<file path="src/rtl/compacting_pair_set_table_top_assert.svh">
// ----------------------------------------------------------------------------
// Assertion macros for the pair set table
// Shared property forms; every user has clk and rst_n in scope.
// ----------------------------------------------------------------------------
`ifndef COMPACTING_PAIR_SET_TABLE_TOP_ASSERT_SVH
`define COMPACTING_PAIR_SET_TABLE_TOP_ASSERT_SVH

// Same-cycle implication, checked outside reset
`define CPST_ASSERT_NOW(label, ante, cons) \
  label: assert property (@(posedge clk) disable iff (!rst_n) (ante) |-> (cons)) \
    else $error("pair set table check failed");

// Next-cycle implication, checked outside reset
`define CPST_ASSERT_NEXT(label, ante, cons) \
  label: assert property (@(posedge clk) disable iff (!rst_n) (ante) |=> (cons)) \
    else $error("pair set table check failed");

`endif

</file>
<file path="src/rtl/cpst_pkg.sv">
`timescale 1ns / 1ps
// ----------------------------------------------------------------------------
// cpst_pkg
// Operation and status codes, and the controller command bundle.
// ----------------------------------------------------------------------------
package cpst_pkg;

  // Operation codes (code 3 decodes as a query)
  localparam logic [1:0] FUNC_ADD    = 2'd0;
  localparam logic [1:0] FUNC_REMOVE = 2'd1;
  localparam logic [1:0] FUNC_QUERY  = 2'd2;

  // Result status codes
  localparam logic [1:0] ST_DONE   = 2'd0;
  localparam logic [1:0] ST_DUP    = 2'd1;
  localparam logic [1:0] ST_FULL   = 2'd2;
  localparam logic [1:0] ST_ABSENT = 2'd3;

  // Field widths
  localparam int FUNC_W  = 2;
  localparam int KEY_W   = 16;
  localparam int COUNT_W = 6;

  // Controller to datapath commands
  typedef struct packed {
    logic capture;  // latch request and run the parallel compare
    logic execute;  // apply the operation and load the result register
  } cpst_cmd_t;

endpackage

</file>
<file path="src/rtl/cpst_ctrl.sv">
`timescale 1ns / 1ps
// ----------------------------------------------------------------------------
// cpst_ctrl
// Two-state sequencer: takes a request, then executes it once the result
// register is free. Owns the input ready and the result valid.
// ----------------------------------------------------------------------------
`include "compacting_pair_set_table_top_assert.svh"

module cpst_ctrl
  import cpst_pkg::*;
(
  input  logic      clk,
  input  logic      rst_n,
  input  logic      in_tvalid,
  output logic      in_tready,
  output logic      out_tvalid,
  input  logic      out_tready,
  output cpst_cmd_t cmd
);

  typedef enum logic {
    S_IDLE,
    S_EXEC
  } state_t;

  state_t state_r, state_nxt;
  logic   out_valid_r, out_valid_nxt;
  logic   out_free;

  assign in_tready  = (state_r == S_IDLE);
  assign out_tvalid = out_valid_r;
  // result register is empty or being drained this cycle
  assign out_free   = !out_valid_r || out_tready;

  // next state and commands
  always_comb begin
    state_nxt   = state_r;
    cmd.capture = 1'b0;
    cmd.execute = 1'b0;
    case (state_r)
      S_IDLE: begin
        if (in_tvalid) begin
          cmd.capture = 1'b1;
          state_nxt   = S_EXEC;
        end
      end
      S_EXEC: begin
        if (out_free) begin
          cmd.execute = 1'b1;
          state_nxt   = S_IDLE;
        end
      end
      default: state_nxt = S_IDLE;
    endcase
  end

  // result valid: set on execute, cleared when taken
  always_comb begin
    out_valid_nxt = out_valid_r;
    if (cmd.execute) begin
      out_valid_nxt = 1'b1;
    end else if (out_tready) begin
      out_valid_nxt = 1'b0;
    end
  end

  always_ff @(posedge clk) begin
    if (!rst_n) begin
      state_r     <= S_IDLE;
      out_valid_r <= 1'b0;
    end else begin
      state_r     <= state_nxt;
      out_valid_r <= out_valid_nxt;
    end
  end

  // checks
  `CPST_ASSERT_NOW(a_cmd_excl, cmd.capture, !cmd.execute)
  `CPST_ASSERT_NEXT(a_exec_sets_valid, cmd.execute, out_valid_r)
  `CPST_ASSERT_NEXT(a_one_in_flight, cmd.capture, !in_tready)
  `CPST_ASSERT_NEXT(a_exec_waits, (state_r == S_EXEC) && !out_free, state_r == S_EXEC)

endmodule

</file>
<file path="src/rtl/cpst_datapath.sv">
`timescale 1ns / 1ps
// ----------------------------------------------------------------------------
// cpst_datapath
// Slot registers with parallel compare, append at the count, one-step
// compaction on remove, and the result register.
// ----------------------------------------------------------------------------
`include "compacting_pair_set_table_top_assert.svh"

module cpst_datapath
  import cpst_pkg::*;
#(
  parameter int MAX_ENTRIES = 32
) (
  input  logic               clk,
  input  logic               rst_n,
  input  cpst_cmd_t          cmd,
  input  logic [FUNC_W-1:0]  in_func,
  input  logic [KEY_W-1:0]   in_chapter_key,
  input  logic [KEY_W-1:0]   in_page_key,
  output logic               out_success,
  output logic [1:0]         out_status,
  output logic [COUNT_W-1:0] out_entry_count
);

  localparam int CNT_W = $clog2(MAX_ENTRIES + 1);
  localparam int IDX_W = (MAX_ENTRIES > 1) ? $clog2(MAX_ENTRIES) : 1;
  localparam int PAIR_W = 2 * KEY_W;

  logic [PAIR_W-1:0]      table_r [MAX_ENTRIES];
  logic [CNT_W-1:0]       count_r, count_nxt;
  logic [MAX_ENTRIES-1:0] match_r;
  logic [PAIR_W-1:0]      key_r;
  logic [FUNC_W-1:0]      func_r;
  logic [PAIR_W-1:0]      in_key;

  logic                   present;
  logic                   full;
  logic [IDX_W-1:0]       first_idx;
  logic                   add_en;
  logic                   rem_en;
  logic                   success_nxt;
  logic [1:0]             status_nxt;
  logic [CNT_W+COUNT_W-1:0] count_ext;

  logic                   success_r;
  logic [1:0]             status_r;
  logic [COUNT_W-1:0]     entry_count_r;

  assign in_key = {in_chapter_key, in_page_key};

  // request capture and compare against live slots
  always_ff @(posedge clk) begin
    if (cmd.capture) begin
      key_r  <= in_key;
      func_r <= in_func;
      for (int i = 0; i < MAX_ENTRIES; i++) begin
        match_r[i] <= (table_r[i] == in_key) && (CNT_W'(i) < count_r);
      end
    end
  end

  // first matching slot
  always_comb begin
    first_idx = '0;
    for (int i = MAX_ENTRIES - 1; i >= 0; i--) begin
      if (match_r[i]) begin
        first_idx = IDX_W'(i);
      end
    end
  end

  assign present = |match_r;
  assign full    = (count_r == CNT_W'(MAX_ENTRIES));

  // operation decode
  always_comb begin
    add_en      = 1'b0;
    rem_en      = 1'b0;
    success_nxt = present;
    status_nxt  = present ? ST_DONE : ST_ABSENT;
    count_nxt   = count_r;
    case (func_r)
      FUNC_ADD: begin
        success_nxt = 1'b0;
        if (present) begin
          status_nxt = ST_DUP;
        end else if (full) begin
          status_nxt = ST_FULL;
        end else begin
          add_en      = cmd.execute;
          success_nxt = 1'b1;
          status_nxt  = ST_DONE;
          count_nxt   = count_r + 1'b1;
        end
      end
      FUNC_REMOVE: begin
        if (present) begin
          rem_en    = cmd.execute;
          count_nxt = count_r - 1'b1;
        end
      end
      default: ;
    endcase
  end

  // slot update: append at count, or shift down from the removed slot
  always_ff @(posedge clk) begin
    for (int i = 0; i < MAX_ENTRIES; i++) begin
      if (add_en && (count_r == CNT_W'(i))) begin
        table_r[i] <= key_r;
      end else if (rem_en && (IDX_W'(i) >= first_idx) && (i + 1 < MAX_ENTRIES)) begin
        table_r[i] <= table_r[(i + 1) % MAX_ENTRIES];
      end
    end
  end

  // count
  always_ff @(posedge clk) begin
    if (!rst_n) begin
      count_r <= '0;
    end else if (cmd.execute) begin
      count_r <= count_nxt;
    end
  end

  // result register
  assign count_ext = {{COUNT_W{1'b0}}, count_nxt};

  always_ff @(posedge clk) begin
    if (cmd.execute) begin
      success_r     <= success_nxt;
      status_r      <= status_nxt;
      entry_count_r <= count_ext[COUNT_W-1:0];
    end
  end

  assign out_success     = success_r;
  assign out_status      = status_r;
  assign out_entry_count = entry_count_r;

  // checks
  `CPST_ASSERT_NOW(a_count_bound, 1'b1, count_r <= CNT_W'(MAX_ENTRIES))
  `CPST_ASSERT_NEXT(a_remove_dec, rem_en, count_r == $past(count_r) - 1'b1)
  `CPST_ASSERT_NEXT(a_add_inc, add_en, count_r == $past(count_r) + 1'b1)
  `CPST_ASSERT_NOW(a_match_live, cmd.execute && present, CNT_W'(first_idx) < count_r)

endmodule

</file>
<file path="src/rtl/compacting_pair_set_table_top.sv">
`timescale 1ns / 1ps
// ----------------------------------------------------------------------------
// compacting_pair_set_table_top
// Ordered set of (chapter, page) pairs with add, remove and query requests.
// ----------------------------------------------------------------------------
// Usage:
//   Requests enter on the in_ stream: func selects add (0), remove (1) or
//   query (2, 3 behaves the same). Each request yields exactly one result
//   on the out_ stream: success, status and the pair count after the op.
//   Each request runs as a capture step that registers the key and
//   compares it against every slot at once, then an execute step that
//   applies the add or the one-step compaction and loads the result
//   register, which raises out_tvalid. in_tready is low from acceptance
//   until the execute step completes, so one request is in flight at a time.
//   A finished result sits in its own register, so the next request is
//   taken while the receiver stalls; that request then waits in the
//   execute step until the result register drains.
//   Reset clears the count and all handshake state; slot contents are
//   not cleared and are never read above the count.
// ----------------------------------------------------------------------------
module compacting_pair_set_table_top
  import cpst_pkg::*;
#(
  parameter int MAX_ENTRIES = 32
) (
  input  logic        clk,
  input  logic        rst_n,
  input  logic        in_tvalid,
  output logic        in_tready,
  input  logic [39:0] in_tdata,    // [1:0] func, [17:2] chapter_key, [33:18] page_key
  output logic        out_tvalid,
  input  logic        out_tready,
  output logic [15:0] out_tdata    // [0] success, [2:1] status, [8:3] entry_count
);

  cpst_cmd_t          cmd;
  logic               success;
  logic [1:0]         status;
  logic [COUNT_W-1:0] entry_count;

  cpst_ctrl u_ctrl (
    .clk        (clk),
    .rst_n      (rst_n),
    .in_tvalid  (in_tvalid),
    .in_tready  (in_tready),
    .out_tvalid (out_tvalid),
    .out_tready (out_tready),
    .cmd        (cmd)
  );

  cpst_datapath #(
    .MAX_ENTRIES (MAX_ENTRIES)
  ) u_datapath (
    .clk             (clk),
    .rst_n           (rst_n),
    .cmd             (cmd),
    .in_func         (in_tdata[1:0]),
    .in_chapter_key  (in_tdata[17:2]),
    .in_page_key     (in_tdata[33:18]),
    .out_success     (success),
    .out_status      (status),
    .out_entry_count (entry_count)
  );

  assign out_tdata = {7'd0, entry_count, status, success};

endmodule
</file>
<file path="config.mk">
export PLATFORM = sky130hd
export DESIGN_NAME = compacting_pair_set_table_top
export DESIGN_NICKNAME = d
export VERILOG_FILES = /design/src/rtl/cpst_pkg.sv /design/src/rtl/cpst_ctrl.sv /design/src/rtl/cpst_datapath.sv /design/src/rtl/compacting_pair_set_table_top.sv
export VERILOG_INCLUDE_DIRS = /design/src /design/src/rtl
export SDC_FILE = /design/constraint.sdc
export NUM_CORES = 2
export LEC_CHECK = 0
export BUFFER_PORTS_ARGS = -buffer_cell sky130_fd_sc_hd__buf_4
export CAP_MARGIN = 20
export CORE_UTILIZATION = 40
export CTS_CLUSTER_DIAMETER = 120
export DETAILED_ROUTE_END_ITERATION = 16
export PLACE_DENSITY = 0.62
export SLEW_MARGIN = 20
export SYNTH_ARGS = -nofsm -noshare
export SYNTH_HDL_FRONTEND = slang
export SYNTH_HIERARCHICAL = 1
export SYNTH_SLANG_ARGS = --single-unit
</file>
<file path="constraint.sdc">
create_clock -name clk -period 6.9 [get_ports clk]
set_input_delay 0.69 -clock clk [delete_from_list [all_inputs] [get_ports clk]]
set_output_delay 0.69 -clock clk [all_outputs]
set_load 0.05 [all_outputs]
</file>
==> impl_metrics.toml <==
[cts]
cts.repair.resized = 0
clk_latency_ps = 780
clkTransAtPathRegs_ps = 60
cts.sinks = 1107
cts_hold_buf = 0
cts_buffer_depth = 3
cts_tree = "built"
cts_setup_buffers = 0
clock-root-buffer = "clkbuf_16"
numCtsBuffers = 117
htreeDepth = 3

[layout]
seq_area_sq_mm = 0.0332
nets = 4314
areaGrowthSynthToFinish_pct = 11.4
multiInputGateArea_sq_mm = 0.0244
n_fill_cell = 13200
stdcell_count = 6284
drive_gt1_share_pct = 30.4

[global_route]
grt_pass1_vias = 36500
antenna_found_initial = 9
gr-total-overflow = 0
grt_pass1_wl_um = 290000
grt_max_degree = 58
track_usage_pct = 27.9

[drt]
num_vias = 38100
drt_iter0_markers = 5205
ant_nets = 0
first_pass_iters = 5
wirelength_um = 212000
wl_per_cell_um = 33.7
drc = 0
viasPerCell = 6.07

[timing]
slew_headroom_pct = 17.7
timing.hold.ws_ps = 160
setup_ws_ps = 1910
maxSlewViolCount = 0
final.setup.tns_ps = 0
rsz0062_at_grt = "false"
period_needed_ps = 4990
final_hold_viol_count = 0
max_freq_mhz = 200
finalSetupViolations = 0
finClkSkew_ps = 43.8
fin_crit_sh_pct = 72.3
tightestPinTransition_ps = 1230

[setup_path]
crit_path_max_fanout = 32
worst_path_max_delay_cell = "nor4_1"
critPathTopFamily = "simple AND/OR/NAND/NOR gates"
cp.required_ps = 7290
worst-path-buf-inv = 1
critPathKind = "flip-flop to flip-flop"
crit_path_end_kind = "flip-flop"
arrival_ps = 5380
cp-start-kind = "flip-flop"
critPathMaxStageDelay_ps = 920
crit_chain = "nor4_1 -> nand4_1 -> nor2_2 -> and4_1 -> nand3_1 -> o21ai_2 -> buf_4"

[floorplanning]
dieArea_sq_mm = 0.149
start_util_pct = 40.4
rows = 140
die_h_um = 385
core_region_area_sq_mm = 0.146
die_w_um = 385
pin_count = 62

[synthesis]
synth-seq-cells = 1107
yosysUniqueCellTypes = 72
yosys.area_share.simple_pct = 6.18
synth_flop_cell = "edfxtp_1"
synth-compound-area-share_pct = 1.92
syn_area_sq_mm = 0.0588
yosys_warnings = 6
synth_seq_area_share_pct = 56.4
synthArstFlopShare_pct = 0
synth_edf_count = 1099
synth_top_family_by_area = "multiplexers"
postSynthAreaPerCell_sq_um = 13.7
syn_inst = 4300
synthAdderAreaFrac_pct = 0.0851
synth-xor-area-share_pct = 15.3
synth_mux_area_share_pct = 17.4

[pwr]
p_leak_nw = 21.4
powerDensity_mw_per_mm2 = 246
power.total_w = 0.0161
vdd_drop_max_mv = 0.216

[placement]
gp_congestion = 0.991
placed_cells = 6058
dp_hpwl_um = 139000
port_buffers = 48
post-place-ws_ps = 1840

[flow_run]
cap_violations = 0

[worst_hold_path]
hp-class = "input pin to flip-flop"

[outcome]
status = "finished clean"
-- flip-flops by register name, summed over array words and instances, names as in the netlist --
| signal | flops |
|---|---|
| u_datapath/table_r | 1024 |
| u_datapath/key_r | 32 |
| u_datapath/match_r | 32 |
| u_datapath/count_r | 6 |
| u_datapath/out_entry_count | 6 |
| u_datapath/func_r | 2 |
| u_datapath/out_status | 2 |
| u_ctrl/out_tvalid | 1 |
| u_ctrl/state_r | 1 |
| u_datapath/out_success | 1 |
-- layout by cell type, fill, tap and decap left out, drive strengths merged, types with 49 or more instances in the layout --
cell type / count
edfxtp: 1099
mux2: 896
xor2: 521
xnor2: 507
nand2: 229
buf: 202
nor4: 172
clkbuf: 146
nand4: 139
inv: 49
-- final timing paths --
| path | startpoint | end | slack (ps) | depth (start not counted) |
|---|---|---|---|---|
| hold reg to reg | u_ctrl/out_tvalid$_SDFFE_PN0P_ | u_ctrl/state_r$_SDFF_PN0_ | 510 | 2 |
| hold / removal | in_tdata[1] | u_datapath/func_r[1]$_DFFE_PP_ | 160 | 1 |
| setup reg to reg | u_datapath/match_r[24]$_DFFE_PP_ | u_datapath/table_r[1][423]$_DFFE_PP_ | 1910 | 7 |
| setup / recovery | u_datapath/match_r[24]$_DFFE_PP_ | u_datapath/table_r[1][423]$_DFFE_PP_ | 1910 | 7 |
-- cells in the mapped netlist, types with 3 or more instances --
| cell type | n | area (sq um) |
|---|---|---|
| edfxtp_1 | 1099 | 33000 |
| mux2_2 | 864 | 9730 |
| xor2_1 | 521 | 4560 |
| xnor2_1 | 507 | 4440 |
| clkbuf_1 | 239 | 897 |
| nand2_1 | 229 | 860 |
| nor4_1 | 172 | 1080 |
| nand4_1 | 139 | 870 |
| buf_1 | 71 | 267 |
| inv_1 | 45 | 169 |
| nor2_1 | 40 | 150 |
| buf_2 | 39 | 195 |
| nand3_1 | 34 | 170 |
| o22ai_1 | 34 | 213 |
| mux2_4 | 29 | 435 |
| o21ai_0 | 29 | 145 |
| nor3_1 | 23 | 115 |
| a21oi_1 | 21 | 105 |
| o21bai_1 | 12 | 90.1 |
| o211ai_1 | 11 | 82.6 |
| buf_4 | 9 | 67.6 |
| and2_1 | 8 | 50.1 |
| dfxtp_1 | 8 | 160 |
| o2111ai_1 | 8 | 70.1 |
| or3_1 | 8 | 50.1 |
| or4_1 | 8 | 60.1 |
| nand2b_1 | 6 | 37.5 |
| a31oi_1 | 5 | 31.3 |
| o31ai_1 | 5 | 37.5 |
| or2_2 | 5 | 31.3 |
| a2111oi_0 | 4 | 35.0 |
| ha_1 | 4 | 50.1 |
| o21ai_1 | 4 | 20.0 |
| a21oi_2 | 3 | 26.3 |
| a31o_2 | 3 | 26.3 |
| buf_6 | 3 | 33.8 |
| mux2_1 | 3 | 33.8 |
| nor2b_1 | 3 | 18.8 |
-- per-layer routing --
metal  part of all wire [%]  up-vias  track usage [%]
met1                     41    19700             39.1
met4                    4.0        4             10.5
li1                       -    15700                -
met2                     45     2275             42.7
met3                     10      435             5.53
met5                  0.010        -                0
-- final cells by class --
cell class                 count  area share (%)
antenna                        5          0.0191
clock buffer                 146            4.67
timing repair buffer         202            2.49
inverter                      45           0.258
clock inverter                69            1.12
multi-input combinational   2793            37.2
sequential                  1107            50.6
tap                         1917            3.66
-- kinds of logic (layout without fill, tap and decap cells) --
group	after synthesis	count (layout)
compound gates	165	165
xor+xnor	1028	1028
other cells	1	12
flops	1107	1107
buf+inv	406	462
mux	897	897
simple gates	692	692
fa+ha+maj	4	4
-- through the flow --
stage	cell area (sq um)	util [%]
finish	65500	45.0
global route	65500	45.0
CTS	65400	44.9
detailed placement	61600	42.3
global placement	61600	42.2
floorplan	58800	-
-- power breakdown --
part           switching, W  total [W]  internal (W)
Combinational       0.00113    0.00183      0.000694
Sequential         0.000197    0.00786       0.00766
Clock               0.00281    0.00643       0.00362
-- worst register-to-register path: cells and delay by family (launching register included) --
kind / cells / cell delay [ps]
AOI/OAI and AO/OA: 1 / 440
DFF: 1 / 480
buffers and inverters: 1 / 480
and+or+nand+nor: 5 / 3180
(Power assumes the default switching activity.)
